File: src/design/tle_pkg.sv
// ----------------------------------------------------------------------------
// Timed line editor package
// Shared types, codes and constants for the line editor front end, command
// queue and back end.
// ----------------------------------------------------------------------------
package tle_pkg;

   localparam int LINE_SIZE   = 64;
   localparam int QUEUE_DEPTH = 2;

   localparam logic [15:0] FIRST_CHAR_RESET = 16'd3;
   localparam logic [15:0] IDLE_RESET       = 16'd900;
   localparam logic [15:0] IDLE_MAX         = 16'hFFFF;

   localparam logic [1:0] OP_START = 2'd0;
   localparam logic [1:0] OP_BYTE  = 2'd1;
   localparam logic [1:0] OP_TICK  = 2'd2;

   localparam logic [1:0] KIND_ECHO = 2'd0;
   localparam logic [1:0] KIND_LINE = 2'd1;
   localparam logic [1:0] KIND_END  = 2'd2;

   localparam logic [7:0] BYTE_NUL   = 8'h00;
   localparam logic [7:0] BYTE_BS    = 8'h08;
   localparam logic [7:0] BYTE_LF    = 8'h0A;
   localparam logic [7:0] BYTE_CR    = 8'h0D;
   localparam logic [7:0] BYTE_SPACE = 8'h20;
   localparam logic [7:0] BYTE_DEL   = 8'h7F;
   localparam logic [7:0] BYTE_ESC   = 8'hFF;

   localparam logic [1:0] ESC_SKIP = 2'd2;

   localparam logic CSR_FIRST_CHAR = 1'b0;
   localparam logic CSR_IDLE       = 1'b1;

   typedef struct packed {
      logic [1:0] opcode;
      logic [7:0] byte_value;
      logic       short_first;
   } req_payload_type;

   typedef struct packed {
      logic [1:0] kind;
      logic [7:0] data;
      logic       last;
      logic       entered;
      logic       timed_out;
   } rsp_payload_type;

   typedef enum logic [2:0] {
      CMD_START,
      CMD_CHAR,
      CMD_NEWLINE,
      CMD_ERASE,
      CMD_ESCAPE,
      CMD_DROP,
      CMD_TICK
   } cmd_kind_type;

   typedef struct packed {
      cmd_kind_type kind;
      logic [7:0]   byte_value;
      logic         short_first;
   } cmd_type;

   typedef struct packed {
      logic    valid;
      cmd_type cmd;
   } queue_head_type;

   typedef enum logic [2:0] {
      BK_IDLE,
      BK_ECHO,
      BK_PREP,
      BK_EMIT,
      BK_END
   } back_state_type;

endpackage

File: src/design/tle_front.sv
// ----------------------------------------------------------------------------
// Line editor front end
// Accepts input items and classifies them into commands for the back end.
// ----------------------------------------------------------------------------
module tle_front (
   input  logic                     req_valid,
   output logic                     req_stall,
   input  tle_pkg::req_payload_type req_payload,
   input  logic                     queue_full,
   output logic                     push,
   output tle_pkg::cmd_type         push_cmd
);

   logic known;

   always_comb begin
      known                = 1'b1;
      push_cmd.byte_value  = req_payload.byte_value;
      push_cmd.short_first = req_payload.short_first;
      push_cmd.kind        = tle_pkg::CMD_DROP;
      unique case (req_payload.opcode)
         tle_pkg::OP_START: begin
            push_cmd.kind = tle_pkg::CMD_START;
         end
         tle_pkg::OP_TICK: begin
            push_cmd.kind = tle_pkg::CMD_TICK;
         end
         tle_pkg::OP_BYTE: begin
            priority if (req_payload.byte_value == tle_pkg::BYTE_LF) begin
               push_cmd.kind = tle_pkg::CMD_NEWLINE;
            end else if (req_payload.byte_value == tle_pkg::BYTE_BS ||
                         req_payload.byte_value == tle_pkg::BYTE_DEL) begin
               push_cmd.kind = tle_pkg::CMD_ERASE;
            end else if (req_payload.byte_value == tle_pkg::BYTE_ESC) begin
               push_cmd.kind = tle_pkg::CMD_ESCAPE;
            end else if (req_payload.byte_value == tle_pkg::BYTE_CR ||
                         req_payload.byte_value == tle_pkg::BYTE_NUL) begin
               push_cmd.kind = tle_pkg::CMD_DROP;
            end else begin
               push_cmd.kind = tle_pkg::CMD_CHAR;
            end
         end
         default: begin
            known = 1'b0;
         end
      endcase
   end

   // Unused opcodes are taken and dropped here.
   assign req_stall = queue_full;
   assign push      = req_valid && !queue_full && known;

endmodule

File: src/design/tle_queue.sv
// ----------------------------------------------------------------------------
// Line editor command queue
// Short first-in first-out queue between the front end and the back end.
// ----------------------------------------------------------------------------
module tle_queue (
   input  logic                    clock,
   input  logic                    reset,
   input  logic                    push,
   input  tle_pkg::cmd_type        push_cmd,
   output logic                    full,
   output tle_pkg::queue_head_type head,
   input  logic                    pop
);

   localparam int PTR_W = (tle_pkg::QUEUE_DEPTH > 1) ? $clog2(tle_pkg::QUEUE_DEPTH) : 1;
   localparam int CNT_W = $clog2(tle_pkg::QUEUE_DEPTH + 1);
   localparam logic [CNT_W-1:0] DEPTH_CNT = CNT_W'(tle_pkg::QUEUE_DEPTH);
   localparam logic [PTR_W-1:0] LAST_PTR  = PTR_W'(tle_pkg::QUEUE_DEPTH - 1);

   tle_pkg::cmd_type entry_ff [tle_pkg::QUEUE_DEPTH];
   logic [PTR_W-1:0] wr_ptr_ff, wr_ptr_in;
   logic [PTR_W-1:0] rd_ptr_ff, rd_ptr_in;
   logic [CNT_W-1:0] count_ff, count_in;
   logic             do_push, do_pop;

   assign full       = (count_ff == DEPTH_CNT);
   assign head.valid = (count_ff != '0);
   assign head.cmd   = entry_ff[rd_ptr_ff];
   assign do_push    = push && !full;
   assign do_pop     = pop && head.valid;

   always_comb begin
      wr_ptr_in = wr_ptr_ff;
      rd_ptr_in = rd_ptr_ff;
      count_in  = count_ff;
      if (do_push) begin
         wr_ptr_in = (wr_ptr_ff == LAST_PTR) ? '0 : wr_ptr_ff + 1'b1;
      end
      if (do_pop) begin
         rd_ptr_in = (rd_ptr_ff == LAST_PTR) ? '0 : rd_ptr_ff + 1'b1;
      end
      if (do_push && !do_pop) begin
         count_in = count_ff + 1'b1;
      end else if (do_pop && !do_push) begin
         count_in = count_ff - 1'b1;
      end
   end

   always_ff @(posedge clock) begin
      if (reset) begin
         wr_ptr_ff <= '0;
         rd_ptr_ff <= '0;
         count_ff  <= '0;
      end else begin
         wr_ptr_ff <= wr_ptr_in;
         rd_ptr_ff <= rd_ptr_in;
         count_ff  <= count_in;
      end
   end

   always_ff @(posedge clock) begin
      if (do_push) begin
         entry_ff[wr_ptr_ff] <= push_cmd;
      end
   end

endmodule

File: src/design/tle_back.sv
// ----------------------------------------------------------------------------
// Line editor back end
// Carries out queued commands: edits the line store, counts idle seconds,
// and produces echo, line and end results through an output register.
// ----------------------------------------------------------------------------
module tle_back #(
   parameter int LINE_SIZE = tle_pkg::LINE_SIZE
) (
   input  logic                     clock,
   input  logic                     reset,
   input  tle_pkg::queue_head_type  head,
   output logic                     pop,
   input  logic [15:0]              first_char_timeout,
   input  logic [15:0]              idle_timeout,
   output logic                     rsp_valid,
   input  logic                     rsp_stall,
   output tle_pkg::rsp_payload_type rsp_payload
);

   localparam int CNT_W = $clog2(LINE_SIZE);
   localparam int DEPTH = LINE_SIZE - 1;
   localparam logic [CNT_W-1:0] FULL_CNT = CNT_W'(LINE_SIZE - 1);

   logic [7:0] store [DEPTH];

   tle_pkg::back_state_type  state_ff, state_in;
   logic [CNT_W-1:0]         fill_ff, fill_in;
   logic [CNT_W-1:0]         emit_idx_ff, emit_idx_in;
   logic [1:0]               skip_ff, skip_in;
   logic [1:0]               echo_cnt_ff, echo_cnt_in;
   logic [15:0]              idle_ff, idle_in;
   logic [15:0]              first_limit_ff, first_limit_in;
   logic                     reading_ff, reading_in;
   logic                     rsp_valid_ff, rsp_valid_in;
   tle_pkg::rsp_payload_type rsp_payload_ff, rsp_payload_in;
   logic [7:0]               rd_data_ff;

   logic                     out_free;
   logic                     wr_en;
   logic [CNT_W-1:0]         rd_addr;
   logic [15:0]              idle_next;
   logic [15:0]              limit;
   logic                     is_byte;

   assign out_free    = !rsp_valid_ff || !rsp_stall;
   assign idle_next   = (idle_ff != tle_pkg::IDLE_MAX) ? idle_ff + 16'd1 : idle_ff;
   assign limit       = (fill_ff == '0) ? first_limit_ff : idle_timeout;
   assign is_byte     = (head.cmd.kind == tle_pkg::CMD_CHAR) ||
                        (head.cmd.kind == tle_pkg::CMD_NEWLINE) ||
                        (head.cmd.kind == tle_pkg::CMD_ERASE) ||
                        (head.cmd.kind == tle_pkg::CMD_ESCAPE) ||
                        (head.cmd.kind == tle_pkg::CMD_DROP);
   assign rsp_valid   = rsp_valid_ff;
   assign rsp_payload = rsp_payload_ff;

   always_comb begin
      state_in       = state_ff;
      fill_in        = fill_ff;
      emit_idx_in    = emit_idx_ff;
      skip_in        = skip_ff;
      echo_cnt_in    = echo_cnt_ff;
      idle_in        = idle_ff;
      first_limit_in = first_limit_ff;
      reading_in     = reading_ff;
      rsp_valid_in   = rsp_valid_ff && rsp_stall;
      rsp_payload_in = rsp_payload_ff;
      pop            = 1'b0;
      wr_en          = 1'b0;
      rd_addr        = emit_idx_ff;
      unique case (state_ff)
         tle_pkg::BK_IDLE: begin
            if (head.valid && out_free) begin
               pop = 1'b1;
               if (head.cmd.kind == tle_pkg::CMD_START) begin
                  reading_in     = 1'b1;
                  fill_in        = '0;
                  skip_in        = '0;
                  idle_in        = '0;
                  first_limit_in = head.cmd.short_first ? first_char_timeout : idle_timeout;
               end else if (reading_ff && is_byte) begin
                  idle_in = '0;
                  if (skip_ff != '0) begin
                     skip_in = skip_ff - 2'd1;
                  end else begin
                     unique case (head.cmd.kind)
                        tle_pkg::CMD_NEWLINE: begin
                           state_in = (fill_ff == '0) ? tle_pkg::BK_END : tle_pkg::BK_PREP;
                        end
                        tle_pkg::CMD_ERASE: begin
                           if (fill_ff != '0) begin
                              fill_in     = fill_ff - 1'b1;
                              echo_cnt_in = '0;
                              state_in    = tle_pkg::BK_ECHO;
                           end
                        end
                        tle_pkg::CMD_ESCAPE: begin
                           skip_in = tle_pkg::ESC_SKIP;
                        end
                        tle_pkg::CMD_CHAR: begin
                           wr_en   = 1'b1;
                           fill_in = fill_ff + 1'b1;
                           if (fill_ff + 1'b1 == FULL_CNT) begin
                              state_in = tle_pkg::BK_PREP;
                           end
                        end
                        default: begin
                        end
                     endcase
                  end
               end else if (reading_ff && head.cmd.kind == tle_pkg::CMD_TICK) begin
                  idle_in = idle_next;
                  if (limit != '0 && idle_next >= limit) begin
                     reading_in                = 1'b0;
                     fill_in                   = '0;
                     skip_in                   = '0;
                     idle_in                   = '0;
                     rsp_valid_in              = 1'b1;
                     rsp_payload_in.kind       = tle_pkg::KIND_END;
                     rsp_payload_in.data       = '0;
                     rsp_payload_in.last       = 1'b1;
                     rsp_payload_in.entered    = (fill_ff == '0) &&
                                                 (first_limit_ff != idle_timeout);
                     rsp_payload_in.timed_out  = 1'b1;
                  end
               end
            end
         end
         tle_pkg::BK_ECHO: begin
            if (out_free) begin
               rsp_valid_in              = 1'b1;
               rsp_payload_in.kind       = tle_pkg::KIND_ECHO;
               rsp_payload_in.data       = (echo_cnt_ff == 2'd1) ? tle_pkg::BYTE_SPACE
                                                                 : tle_pkg::BYTE_BS;
               rsp_payload_in.last       = (echo_cnt_ff == 2'd2);
               rsp_payload_in.entered    = 1'b0;
               rsp_payload_in.timed_out  = 1'b0;
               if (echo_cnt_ff == 2'd2) begin
                  state_in = tle_pkg::BK_IDLE;
               end else begin
                  echo_cnt_in = echo_cnt_ff + 2'd1;
               end
            end
         end
         tle_pkg::BK_PREP: begin
            rd_addr     = '0;
            emit_idx_in = '0;
            state_in    = tle_pkg::BK_EMIT;
         end
         tle_pkg::BK_EMIT: begin
            if (out_free) begin
               rsp_valid_in              = 1'b1;
               rsp_payload_in.kind       = tle_pkg::KIND_LINE;
               rsp_payload_in.data       = rd_data_ff;
               rsp_payload_in.last       = 1'b0;
               rsp_payload_in.entered    = 1'b0;
               rsp_payload_in.timed_out  = 1'b0;
               if (emit_idx_ff + 1'b1 == fill_ff) begin
                  state_in = tle_pkg::BK_END;
               end else begin
                  emit_idx_in = emit_idx_ff + 1'b1;
                  rd_addr     = emit_idx_ff + 1'b1;
               end
            end
         end
         tle_pkg::BK_END: begin
            if (out_free) begin
               rsp_valid_in              = 1'b1;
               rsp_payload_in.kind       = tle_pkg::KIND_END;
               rsp_payload_in.data       = '0;
               rsp_payload_in.last       = 1'b1;
               rsp_payload_in.entered    = 1'b1;
               rsp_payload_in.timed_out  = 1'b0;
               reading_in                = 1'b0;
               fill_in                   = '0;
               skip_in                   = '0;
               idle_in                   = '0;
               state_in                  = tle_pkg::BK_IDLE;
            end
         end
         default: begin
            state_in = tle_pkg::BK_IDLE;
         end
      endcase
   end

   always_ff @(posedge clock) begin
      if (reset) begin
         state_ff       <= tle_pkg::BK_IDLE;
         fill_ff        <= '0;
         emit_idx_ff    <= '0;
         skip_ff        <= '0;
         echo_cnt_ff    <= '0;
         idle_ff        <= '0;
         first_limit_ff <= '0;
         reading_ff     <= 1'b0;
         rsp_valid_ff   <= 1'b0;
      end else begin
         state_ff       <= state_in;
         fill_ff        <= fill_in;
         emit_idx_ff    <= emit_idx_in;
         skip_ff        <= skip_in;
         echo_cnt_ff    <= echo_cnt_in;
         idle_ff        <= idle_in;
         first_limit_ff <= first_limit_in;
         reading_ff     <= reading_in;
         rsp_valid_ff   <= rsp_valid_in;
      end
   end

   always_ff @(posedge clock) begin
      rsp_payload_ff <= rsp_payload_in;
   end

   always_ff @(posedge clock) begin
      if (wr_en) begin
         store[fill_ff] <= head.cmd.byte_value;
      end
      rd_data_ff <= store[rd_addr];
   end

endmodule

File: src/design/timed_line_editor.sv
// ----------------------------------------------------------------------------
// Timed line editor
// Line reader with simple editing and an idle timeout counted in ticks.
// ----------------------------------------------------------------------------
// Items enter on the req_ channel (start, received byte, one-second tick) and
// results leave on the rsp_ channel as echo bytes, line bytes and end items.
// Both channels move a transfer at a rising edge where valid is high and
// stall is low. The csr_ port writes the two timeout registers; the user must
// do so only while idle, as the block does not enforce it. The front end takes
// one item per cycle into a two-entry command queue and stalls only when that
// queue is full. The back end takes one command per cycle from the queue head
// while idle with its output register free. An erase on a non-empty line gives
// three echo results; a newline on a non-empty line or full line passes a
// setup state, emits each stored byte, then the end item, walking the line
// store through its registered read port. With an empty queue and no stall, a
// timeout end item goes from the queue head to the output register; an echo
// passes the echo state, a line byte the setup state and read port, an empty
// line's end item the end state. When the receiver stalls, the output register
// holds its result, the back end waits and the queue fills, after which the
// request side is stalled. Reset empties the queue, ends any read and loads
// the timeout registers with 3 and 900 seconds; the line store is not cleared.
// ----------------------------------------------------------------------------
module timed_line_editor #(
   parameter int LINE_SIZE = tle_pkg::LINE_SIZE
) (
   input  logic                     clock,
   input  logic                     reset,
   input  logic                     req_valid,
   output logic                     req_stall,
   input  tle_pkg::req_payload_type req_payload,
   output logic                     rsp_valid,
   input  logic                     rsp_stall,
   output tle_pkg::rsp_payload_type rsp_payload,
   input  logic                     csr_write,
   input  logic                     csr_index,
   input  logic [15:0]              csr_wdata
);

   logic [15:0]             first_char_ff, first_char_in;
   logic [15:0]             idle_timeout_ff, idle_timeout_in;
   logic                    queue_full;
   logic                    push;
   logic                    pop;
   tle_pkg::cmd_type        push_cmd;
   tle_pkg::queue_head_type head;

   always_comb begin
      first_char_in   = first_char_ff;
      idle_timeout_in = idle_timeout_ff;
      if (csr_write) begin
         unique case (csr_index)
            tle_pkg::CSR_FIRST_CHAR: first_char_in   = csr_wdata;
            tle_pkg::CSR_IDLE:       idle_timeout_in = csr_wdata;
            default: begin
            end
         endcase
      end
   end

   always_ff @(posedge clock) begin
      if (reset) begin
         first_char_ff   <= tle_pkg::FIRST_CHAR_RESET;
         idle_timeout_ff <= tle_pkg::IDLE_RESET;
      end else begin
         first_char_ff   <= first_char_in;
         idle_timeout_ff <= idle_timeout_in;
      end
   end

   tle_front u_front (
      .req_valid   (req_valid),
      .req_stall   (req_stall),
      .req_payload (req_payload),
      .queue_full  (queue_full),
      .push        (push),
      .push_cmd    (push_cmd)
   );

   tle_queue u_queue (
      .clock    (clock),
      .reset    (reset),
      .push     (push),
      .push_cmd (push_cmd),
      .full     (queue_full),
      .head     (head),
      .pop      (pop)
   );

   tle_back #(
      .LINE_SIZE (LINE_SIZE)
   ) u_back (
      .clock              (clock),
      .reset              (reset),
      .head               (head),
      .pop                (pop),
      .first_char_timeout (first_char_ff),
      .idle_timeout       (idle_timeout_ff),
      .rsp_valid          (rsp_valid),
      .rsp_stall          (rsp_stall),
      .rsp_payload        (rsp_payload)
   );

endmodule
File: config.mk
export PLATFORM = sky130hd
export DESIGN_NAME = timed_line_editor
export DESIGN_NICKNAME = d
export VERILOG_FILES = /design/src/design/tle_pkg.sv /design/src/design/tle_front.sv /design/src/design/tle_queue.sv /design/src/design/tle_back.sv /design/src/design/timed_line_editor.sv
export SDC_FILE = /design/constraint.sdc
export NUM_CORES = 1
export LEC_CHECK = 0
export BUFFER_PORTS_ARGS = -buffer_cell sky130_fd_sc_hd__buf_2
export CELL_PAD_IN_SITES_DETAIL_PLACEMENT = 1
export CELL_PAD_IN_SITES_GLOBAL_PLACEMENT = 1
export CORE_MARGIN = 1.5
export CORE_UTILIZATION = 53
export DETAILED_ROUTE_END_ITERATION = 10
export GPL_ROUTABILITY_DRIVEN = 0
export PLACE_DENSITY_LB_ADDON = 0.1
export SLEW_MARGIN = 10
export SYNTH_ARGS = -nofsm -noshare
export SYNTH_HDL_FRONTEND = slang
export SYNTH_SLANG_ARGS = --single-unit
File: constraint.sdc
create_clock -name clock -period 6.78 [get_ports clock]
set_clock_uncertainty 0.2 [all_clocks]
set_input_delay 2.034 -clock clock [delete_from_list [all_inputs] [get_ports clock]]
set_output_delay 2.034 -clock clock [all_outputs]
set_load 0.05 [all_outputs]
==> impl_metrics.json, run 1 <==
{
  "period_needed_ns": 5.49,
  "layout_commonest_cell": "edfxtp_1",
  "cts_hold_buf": 0,
  "combPwrFrac_pct": 14.0,
  "postSynthRegisterBits": 639,
  "routedWlPerCell_um": 27.1,
  "seq_area_mm2": 0.0182,
  "cts_htree_levels": 3,
  "postCtsSetupBuffers": 0,
  "synth_mux_area_share_pct": 6.77,
  "synth_cell_type_count": 78,
  "synth_edf_count": 541,
  "internal-power_mw": 7.22,
  "antenna_cells": 0,
  "hold_viol_final": 0,
  "synth_top_family_by_area": "simple AND/OR/NAND/NOR gates",
  "ctsResizeCount": 0,
  "nFillCells": 4843,
  "p_sw_share_pct": 27.2,
  "clk_latency_ns": 0.60,
  "p_total_mw": 9.91,
  "pre_cts_ws_ns": 0.877,
  "grt_max_degree": 70,
  "multiInputGateArea_mm2": 0.00824,
  "grt_usage_pct": 28.9,
  "die_area_mm2": 0.0525,
  "grt_pass1_vias": 18400,
  "vdd_drop_max_mv": 0.268,
  "grt_pass1_wl_um": 114000,
  "synth_area_mm2": 0.0271,
  "synth_xor_area_share_pct": 1.26,
  "slew-limit-headroom_pct": 21.1,
  "drive_gt1_share_pct": 12.7,
  "rsz0062_at_grt": "false",
  "reg2regPathDepth": 12,
  "max_slew.worst_pin.slew_ns": 1.18,
  "overflow": 0,
  "synth-adder-area-share_pct": 1.20,
  "synth_compound_area_share_pct": 9.30,
  "ys_seq_area_share_pct": 67.2,
  "fmax_mhz": 182,
  "cts_tree": "built",
  "synth-async-reset-ratio_pct": 0,
  "place_hpwl_um": 47500,
  "layout_setup_ws_ns": 1.29,
  "io_pins": 48,
  "slew_viol_final": 0,
  "tns_ns": 0,
  "cts_sinks": 639,
  "p_seq_share_pct": 47.3,
  "fin_crit_sh_pct": 81.0,
  "netlist_instances": 2030,
  "setup_viol_count_final": 0,
  "holdWs_ns": 0.259,
  "synth_nets": 2089,
  "cap_viol_max_count": 0,
  "vias_per_cell": 6.31,
  "cts_buffer_depth": 3,
  "antenna_left": 0,
  "end_kind": "flip-flop",
  "leakage_nw": 9.98,
  "drt_iter0_drc": 1506,
  "cts_buffers": 70,
  "arrival_ns": 5.78,
  "ys_warn_count": 0,
  "synth-simple-area-share_pct": 11.7,
  "power.density_mw_per_mm2": 328,
  "switchingPower_mw": 2.69,
  "hold_depth": 2,
  "synth_flop_cell": "edfxtp_1",
  "io_buffers": 47,
  "core_mm2": 0.0503,
  "mostFrequentLayoutCells": "edfxtp_1 (541), nand2_1 (246), nor2_1 (190), dfxtp_1 (98)",
  "initial_utilization_pct": 53.9,
  "clk_pin_slew_ns": 0.06,
  "status": "complete, no violations",
  "p_clk_share_pct": 38.7,
  "dr.pass1.iters": 6,
  "cp_max_fo": 16,
  "wl_um": 75600,
  "drc_errors": 0,
  "nNetsFinal": 2124,
  "area_growth_pct": 11.4,
  "routed-via-count": 17600,
  "rows": 82,
  "startpoint_type": "input pin",
  "synth.avg_cell_area_um2": 13.4,
  "required_ns": 7.07,
  "root_buffer": "clkbuf_16",
  "antenna_found_initial": 1,
  "die_width_um": 229,
  "path_class": "input pin to flip-flop",
  "die_h_um": 229,
  "hold_class": "flip-flop to flip-flop"
}
## layout make-up
class | instances | share of cell area, %
clock buffers | 95 | 6.63
clock inverters | 33 | 1.00
inverters | 19 | 0.236
multi-input cells | 1254 | 27.3
flip-flops and latches | 639 | 60.3
well taps | 672 | 2.78
repair buffers | 81 | 1.75
## per-layer routing
metal / vias up / part of all wire [%] / global-route usage [%]
li1: 7780 / - / -
met2: 591 / 49 / 48.3
met4: 0 / 3.0 / 10.5
met5: - / 0 / 0
met1: 9116 / 42 / 38.5
met3: 123 / 6.0 / 4.72
## state kept, by name (all words and copies together) (netlist names), 2 cells and up, named ones only
register               cells
u_queue.count_ff           2
u_back.store             504
u_back.first_limit_ff     16
u_queue.entry_ff          24
u_back.echo_cnt_ff         2
u_back.fill_ff             6
u_back.rd_data_ff          8
u_back.idle_ff            16
u_back.emit_idx_ff         6
first_char_ff             16
u_back.skip_ff             2
u_back.rsp_payload        13
idle_timeout_ff           16
u_back.state_ff            3
## synth_stat cells, drive strengths merged, types with 9 or more instances
| cell | number | share of area [%] |
|---|---|---|
| a31oi | 26 | 0.66 |
| and3 | 11 | 0.25 |
| nor4 | 19 | 0.44 |
| a21oi | 92 | 1.7 |
| mux2 | 14 | 0.58 |
| a211oi | 41 | 1.3 |
| mux4 | 32 | 2.7 |
| nor3 | 45 | 0.83 |
| nor2 | 191 | 2.6 |
| a21o | 16 | 0.44 |
| o221ai | 15 | 0.48 |
| nand3b | 17 | 0.47 |
| a32oi | 9 | 0.29 |
| or3 | 12 | 0.30 |
| a211o | 10 | 0.32 |
| dfxtp | 98 | 7.2 |
| ha | 26 | 1.2 |
| and2 | 17 | 0.39 |
| o21ai | 53 | 0.98 |
| nor2b | 26 | 0.60 |
| edfxtp | 541 | 60 |
| nand3 | 64 | 1.2 |
| xnor2 | 32 | 1.0 |
| nand2 | 247 | 3.5 |
| o22ai | 39 | 1.1 |
| buf | 56 | 1.5 |
| mux2i | 92 | 3.4 |
| nand4 | 20 | 0.46 |
| a2111oi | 16 | 0.75 |
| inv | 17 | 0.24 |
| clkbuf | 62 | 0.86 |
## worst max-delay path, stage by stage
cell and delay (ns):
buf_2 0.13, nand2_1 0.21, nand3_1 0.13, a21oi_2 0.23
mux2i_4 0.67, buf_12 0.26, mux4_2 0.52, and2_1 0.19
nor4_1 0.93, a211oi_1 0.18, a211o_1 0.28
## worst paths after layout
check	from	slack [ns]	endpoint
max	rsp_stall	1.29	u_back.rd_data_ff[7]
min reg2reg	first_char_ff[6]	0.26	first_char_ff[6]
max reg2reg	u_back.state_ff[0]	1.37	u_back.rd_data_ff[7]
min	first_char_ff[6]	0.26	first_char_ff[6]
## cell families (layout without fill, tap and decap cells)
logic type,after synthesis,in the layout
and+or+nand+nor,694,694
buffers and inverters,137,228
DFF,639,639
AOI/OAI and AO/OA,357,357
adders and majority gates,26,26
muxes,138,138
xor gates and xnor gates,39,39
## through the flow
stage	instance area, um2	cells	utilization [%]
final	30200	2793	60.1
after CTS	30200	2793	60.1
after global routing	30200	2793	60.1
after global placement	27900	2665	55.5
after floorplan	27100	2030	-
after detailed placement	27900	2665	55.5
## power by group through the flow
stage	clock, mW	sequential [mW]	combinational [mW]
6_report	3.83	4.69	1.39
5_1_grt	4.00	4.70	1.50
4_1_cts	3.87	4.69	1.39
3_5_place_dp	0	4.77	1.38
3_3_place_gp	0	4.76	1.34
2_1_floorplan	0	4.76	0.841
Note: power is estimated with default switching activity, not from simulation.
==> inputs of run 2 (changes only) <==
Settings changed: ABC_AREA set to 1, CORE_UTILIZATION 53 to 50.
Clock period 6.78 ns to 5.6 ns, I/O delays scaled along.
==> run 2 against run 1 <==
  * Non-clock buffer count rose by 22
  * Core utilization shrank 3.9 points
  * Clock power is 21% higher
==> impl_metrics.json, run 2 <==
{
  "mostFrequentLayoutCells": "nand2_1 (784), nand3_1 (557), edfxtp_1 (541), inv_1 (341), nor2_1 (177)",
  "cts_htree_levels": 3,
  "drc_errors": 0,
  "die_width_um": 244,
  "hold_class": "flip-flop to flip-flop",
  "fin_crit_sh_pct": 83.5,
  "r2r_end": "u_back.rsp_payload[11]",
  "setup_viol_count_final": 0,
  "postSynthRegisterBits": 639,
  "hold_depth": 2,
  "synth_cell_type_count": 53,
  "synth_flop_cell": "edfxtp_1",
  "rsz0062_at_grt": "false",
  "synth_most_common_cell": "nand2_1",
  "synth.avg_cell_area_um2": 9.63,
  "p_total_mw": 14.3,
  "end_kind": "flip-flop",
  "rr_startpoint": "u_back.idle_ff[0]",
  "synth-async-reset-ratio_pct": 0,
  "wl_um": 88100,
  "clk_latency_ns": 0.62,
  "antenna_found_initial": 3,
  "min_from": "u_back.idle_ff[15]",
  "die_area_mm2": 0.0594,
  "netlist_instances": 3010,
  "clk_pin_slew_ns": 0.06,
  "synth_edf_count": 541,
  "layout_commonest_cell": "nand2_1",
  "startpoint_type": "flip-flop",
  "synth_top_cell_by_area": "edfxtp_1",
  "period_needed_ns": 4.67,
  "place_hpwl_um": 55300,
  "hold_viol_final": 0,
  "routedWlPerCell_um": 22.9,
  "reg_top3": "u_back.store: 504 flops, u_queue.entry_ff: 24 flops",
  "antenna_left": 0,
  "ys_top_cells_by_count": "nand2_1 (793), nand3_1 (557), edfxtp_1 (541)",
  "cts_hold_buf": 0,
  "cts_buffers": 70,
  "ys_seq_area_share_pct": 62.8,
  "max_slew.worst_pin.slew_ns": 1.08,
  "cts_buffer_depth": 3,
  "initial_utilization_pct": 50.4,
  "io_buffers": 47,
  "power.density_mw_per_mm2": 442,
  "grt_usage_pct": 29.9,
  "ctsResizeCount": 0,
  "top_register": "u_back.store",
  "largest_reg_flops": 504,
  "rows": 88,
  "leakage_nw": 12.9,
  "ys_warn_count": 0,
  "slew_viol_final": 0,
  "grt_max_degree": 177,
  "grt_pass1_wl_um": 136000,
  "routed-via-count": 22100,
  "dr.pass1.iters": 5,
  "root_buffer": "clkbuf_16",
  "synth_top_cell_area_share_pct": 56.0,
  "area_growth_pct": 11.4,
  "synth_nets": 3069,
  "synth_area_mm2": 0.0290,
  "postCtsSetupBuffers": 0,
  "grt_pass1_vias": 23000,
  "cp_max_fo": 18,
  "vias_per_cell": 5.73,
  "cts_tree": "built",
  "drt_iter0_drc": 2058,
  "synth.area.top_cells": "edfxtp_1 (56%), nand2_1 (10%), nand3_1 (9.6%)",
  "required_ns": 5.63,
  "status": "complete, no violations",
  "drive_gt1_share_pct": 8.17,
  "min_to": "u_back.idle_ff[15]",
  "core_mm2": 0.0575,
  "cts_sinks": 639,
  "nNetsFinal": 3092,
  "vdd_drop_max_mv": 0.563,
  "overflow": 0,
  "io_pins": 48,
  "reg2regPathDepth": 25,
  "arrival_ns": 4.70,
  "path_class": "flip-flop to flip-flop",
  "slew-limit-headroom_pct": 28.0,
  "r2r_setup_slack_ns": 0.93,
  "antenna_cells": 0,
  "fmax_mhz": 214,
  "tns_ns": 0,
  "die_h_um": 244,
  "cap_viol_max_count": 0
}
[run 2: worst max-delay path by stage]
stage	startpoint	endpoint	slack (ns)	depth (start not counted)
after floorplan	rsp_stall	u_back.store[10][0]	1.74	8
after global placement	u_back.idle_ff[0]	u_back.rsp_payload[4]	1.09	25
after detailed placement	u_back.idle_ff[0]	u_back.rsp_payload[9]	0.98	25
after CTS	u_back.idle_ff[0]	u_back.rsp_payload[11]	0.92	25
after global routing	u_back.idle_ff[0]	u_back.rsp_payload[11]	0.52	25
final	u_back.idle_ff[0]	u_back.rsp_payload[11]	0.93	25
[run 2: kinds of logic after synthesis]
logic type / share of synthesized area [%]
fa+ha+maj: 1.12
buf+inv: 6.99
flops: 62.8
xor+xnor: 0.755
simple gates: 24.2
compound gates: 4.11
[run 2: worst max-delay path, cell delays in order (launching register included)]
cell     delay (ns)
dfxtp_1        0.40
ha_1           0.20
nand2_1        0.10
nor2_1         0.14
nand2_1        0.09
nor2_1         0.12
nand4_1        0.13
nor2_1         0.12
inv_1          0.06
nor2_1         0.16
nand2_1        0.18
inv_1          0.16
nor2_1         0.05
inv_1          0.06
nor2_1         0.05
xnor2_1        0.13
inv_1          0.08
ha_1           0.28
nand2_1        0.05
nor3_1         0.23
nand2_1        0.09
nand3_1        0.12
nand2_1        0.06
buf_4          0.20
nand2_1        0.10
and3_1         0.71
[run 2: power breakdown]
group / total (mW) / switching (mW) / internal [mW] / leakage, nW
sequential: 5.85 / 0.125 / 5.73 / 5.66
combinational: 3.80 / 2.86 / 0.938 / 6.08
clock: 4.64 / 1.94 / 2.69 / 1.11
total: 14.3 / 4.93 / 9.36 / 12.9
[run 2: per-layer routing]
| metal | global-route usage (%) | vias to the layer above | part of all wire (%) |
|---|---|---|---|
| met4 | 10.3 | 2 | 2.9 |
| li1 | - | 10200 | - |
| met3 | 5.02 | 162 | 6.8 |
| met5 | 0 | - | 0.015 |
| met1 | 40.5 | 11000 | 43 |
| met2 | 49.0 | 775 | 47 |
[run 2: layout make-up]
class                           count  area, um2
Clock inverter                     38        388
Fill cell                        6379      25200
Tap cell                          765        957
Timing Repair Buffer              103        718
Sequential cell                   639      18200
Clock buffer                       86       1890
Multi-Input combinational cell   1869       8820
Inverter                          350       1310
[run 2: metrics by stage]
stage / cell area, um2 / setup slack (ns) / util (%) / cells / hold WS, ns
after floorplan: 29000 / 1.74 / - / 3010 / 0.229
after global placement: 30000 / 1.09 / 52.2 / 3726 / 0.240
after detailed placement: 30000 / 0.981 / 52.2 / 3726 / 0.258
after CTS: 32300 / 0.920 / 56.2 / 3850 / 0.273
after global routing: 32300 / 0.519 / 56.2 / 3850 / 0.292
final: 32300 / 0.927 / 56.2 / 3850 / 0.270
==> inputs of run 3 (changes only) <==
Clock period 5.6 ns to 4.4 ns, I/O delays scaled along.
==> run 3 against run 2 <==
  * Fmax grew 18%
  * Power increased by 27%
  * Via count rose by 0.77%
  * Highest routed layer is now met4
  * Critical path depth down 5
  * Register-to-register slack got worse by 0.49 ns
  * Largest cell class unchanged
  * First-iteration DRC count down 12%
  * Clock power increased by 21%
  * Sequential power rose by 27%
  * Core utilization grew 0.67 points
  * Combinational power is 35% higher
  * Clock-buffer cell count rose by 7
==> impl_metrics.json, run 3 (synthesis gave the netlist of run 2 again) <==
{
  "end_kind": "flip-flop",
  "antenna_found_initial": 2,
  "p_seq_share_pct": 40.9,
  "die_area_mm2": 0.0594,
  "r2r_end": "u_back.rd_data_ff[0]",
  "routedWlPerCell_um": 22.7,
  "rsz0062_at_grt": "true",
  "die_h_um": 244,
  "hold_class": "flip-flop to flip-flop",
  "grt_pass1_wl_um": 136000,
  "postLayoutCoreUtil_pct": 56.9,
  "grt_usage_pct": 30.1,
  "clk_pin_slew_ns": 0.06,
  "clk_latency_ns": 0.61,
  "layout_commonest_cell": "nand2_1",
  "min_to": "u_back.idle_ff[15]",
  "r2r_setup_slack_ns": 0.44,
  "overflow": 0,
  "status": "complete, no violations",
  "path_class": "flip-flop to flip-flop",
  "setup_viol_count_final": 0,
  "cts_buffer_depth": 3,
  "cts_hold_buf": 0,
  "p_sw_share_pct": 34.7,
  "reg_top3": "u_back.store: 504 flops, u_queue.entry_ff: 24 flops",
  "area_growth_pct": 12.7,
  "mostFrequentLayoutCells": "nand2_1 (782), nand3_1 (556), edfxtp_1 (541), inv_1 (341), nor2_1 (175)",
  "nNetsFinal": 3143,
  "vdd_drop_max_mv": 0.737,
  "min_from": "u_back.idle_ff[15]",
  "place_hpwl_um": 56500,
  "largest_reg_flops": 504,
  "switchingPower_mw": 6.29,
  "fmax_mhz": 252,
  "arrival_ns": 4.30,
  "cts_sinks": 639,
  "io_buffers": 47,
  "leakage_nw": 13.1,
  "combPwrFrac_pct": 28.2,
  "cts_buffers": 69,
  "antenna_left": 0,
  "dr.pass1.iters": 6,
  "grt_pass1_vias": 23300,
  "internal-power_mw": 11.8,
  "initial_utilization_pct": 50.4,
  "holdWs_ns": 0.267,
  "rr_startpoint": "u_back.emit_idx_ff[0]",
  "top_register": "u_back.store",
  "cp_max_fo": 96,
  "grt_max_degree": 105,
  "pre_cts_ws_ns": 0.0578,
  "instances_no_fill": 3899,
  "routed-via-count": 22200,
  "startpoint_type": "flip-flop",
  "max_slew.worst_pin.slew_ns": 1.24,
  "rows": 88,
  "vias_per_cell": 5.70,
  "hold_depth": 2,
  "cts_htree_levels": 3,
  "hold_viol_final": 0,
  "cts_tree": "built",
  "wl_um": 88700,
  "nFillCells": 6455,
  "cap_viol_max_count": 0,
  "slew_viol_final": 0,
  "power.density_mw_per_mm2": 555,
  "tns_ns": 0,
  "reg2regPathDepth": 20,
  "drt_iter0_drc": 1821,
  "layout_setup_ws_ns": 0.438,
  "drc_errors": 0,
  "slew-limit-headroom_pct": 17.1,
  "die_width_um": 244,
  "fin_crit_sh_pct": 90.0,
  "p_clk_share_pct": 30.9,
  "io_pins": 48,
  "place_inst": 3776,
  "drive_gt1_share_pct": 9.22,
  "period_needed_ns": 3.96,
  "core_mm2": 0.0575,
  "root_buffer": "clkbuf_16",
  "required_ns": 4.74
}
run 3: layer usage:
metal	wire, um	track usage, %	vias up
met5	0	0	-
met4	3310	12.4	0
met3	6240	5.92	185
met2	42500	49.6	733
met1	36700	39.0	11100
li1	-	-	10300
run 3: layout make-up:
class | count | area, um2 | area share [%]
Tap cell | 765 | 957 | 2.93
Clock inverter | 27 | 248 | 0.758
Timing Repair Buffer | 155 | 1240 | 3.80
Inverter | 350 | 1310 | 4.02
Multi-Input combinational cell | 1869 | 8850 | 27.1
Sequential cell | 639 | 18200 | 55.7
Clock buffer | 93 | 1870 | 5.72
Antenna cell | 1 | 2.50 | 0.00766
run 3: per-stage QoR:
step                power [mW]  area (um2)
finish                    18.1       32700
detailed placement        12.5       30500
floorplan                 10.6       29000
global route              18.9       32700
global placement          12.3       30500
CTS                       18.1       32600
run 3: worst max-delay path by stage:
stage / from / to / slack [ns]
4_1_cts: u_back.idle_ff[0] / u_back.fill_ff[4] / 0.18
3_5_place_dp: rsp_stall / u_back.store[13][0] / 0.06
6_report: u_back.emit_idx_ff[0] / u_back.rd_data_ff[0] / 0.44
2_1_floorplan: u_back.idle_ff[0] / u_back.rsp_payload[0] / 0.68
5_1_grt: u_back.idle_ff[0] / u_back.rsp_payload[3] / -0.002
3_3_place_gp: rsp_stall / u_back.store[13][6] / 0.19
run 3: timing repair:
| action | in CTS | in global routing |
|---|---|---|
| resized for setup | 0 | 9 |
| endpoints found under the setup margin | 0 | 23 |
| buffers inserted | 0 | 2 |
run 3: worst max-delay path, stage by stage (launching register included):
cell	delay [ns]
dfxtp_1	0.61
ha_1	0.34
nand2_1	0.11
nand2_1	0.12
nand2_1	0.05
nand2_1	0.07
nand2_1	0.06
nor2_2	0.12
nand3_4	0.17
nand3_2	0.17
nand2_4	0.21
nand2_4	0.16
buf_12	0.32
nand2_1	0.10
nand2_1	0.11
nand2_1	0.07
nand3_1	0.15
nand3_1	0.13
nand3_1	0.17
nand3_1	0.21
nand2_1	0.14
run 3: power by group through the flow:
| stage | clock, mW | sequential (mW) | combinational [mW] |
|---|---|---|---|
| 2_1_floorplan | 0 | 7.53 | 3.04 |
| 3_3_place_gp | 0 | 7.53 | 4.81 |
| 3_5_place_dp | 0 | 7.54 | 4.94 |
| 4_1_cts | 5.67 | 7.41 | 4.99 |
| 5_1_grt | 5.86 | 7.43 | 5.62 |
| 6_report | 5.60 | 7.41 | 5.12 |
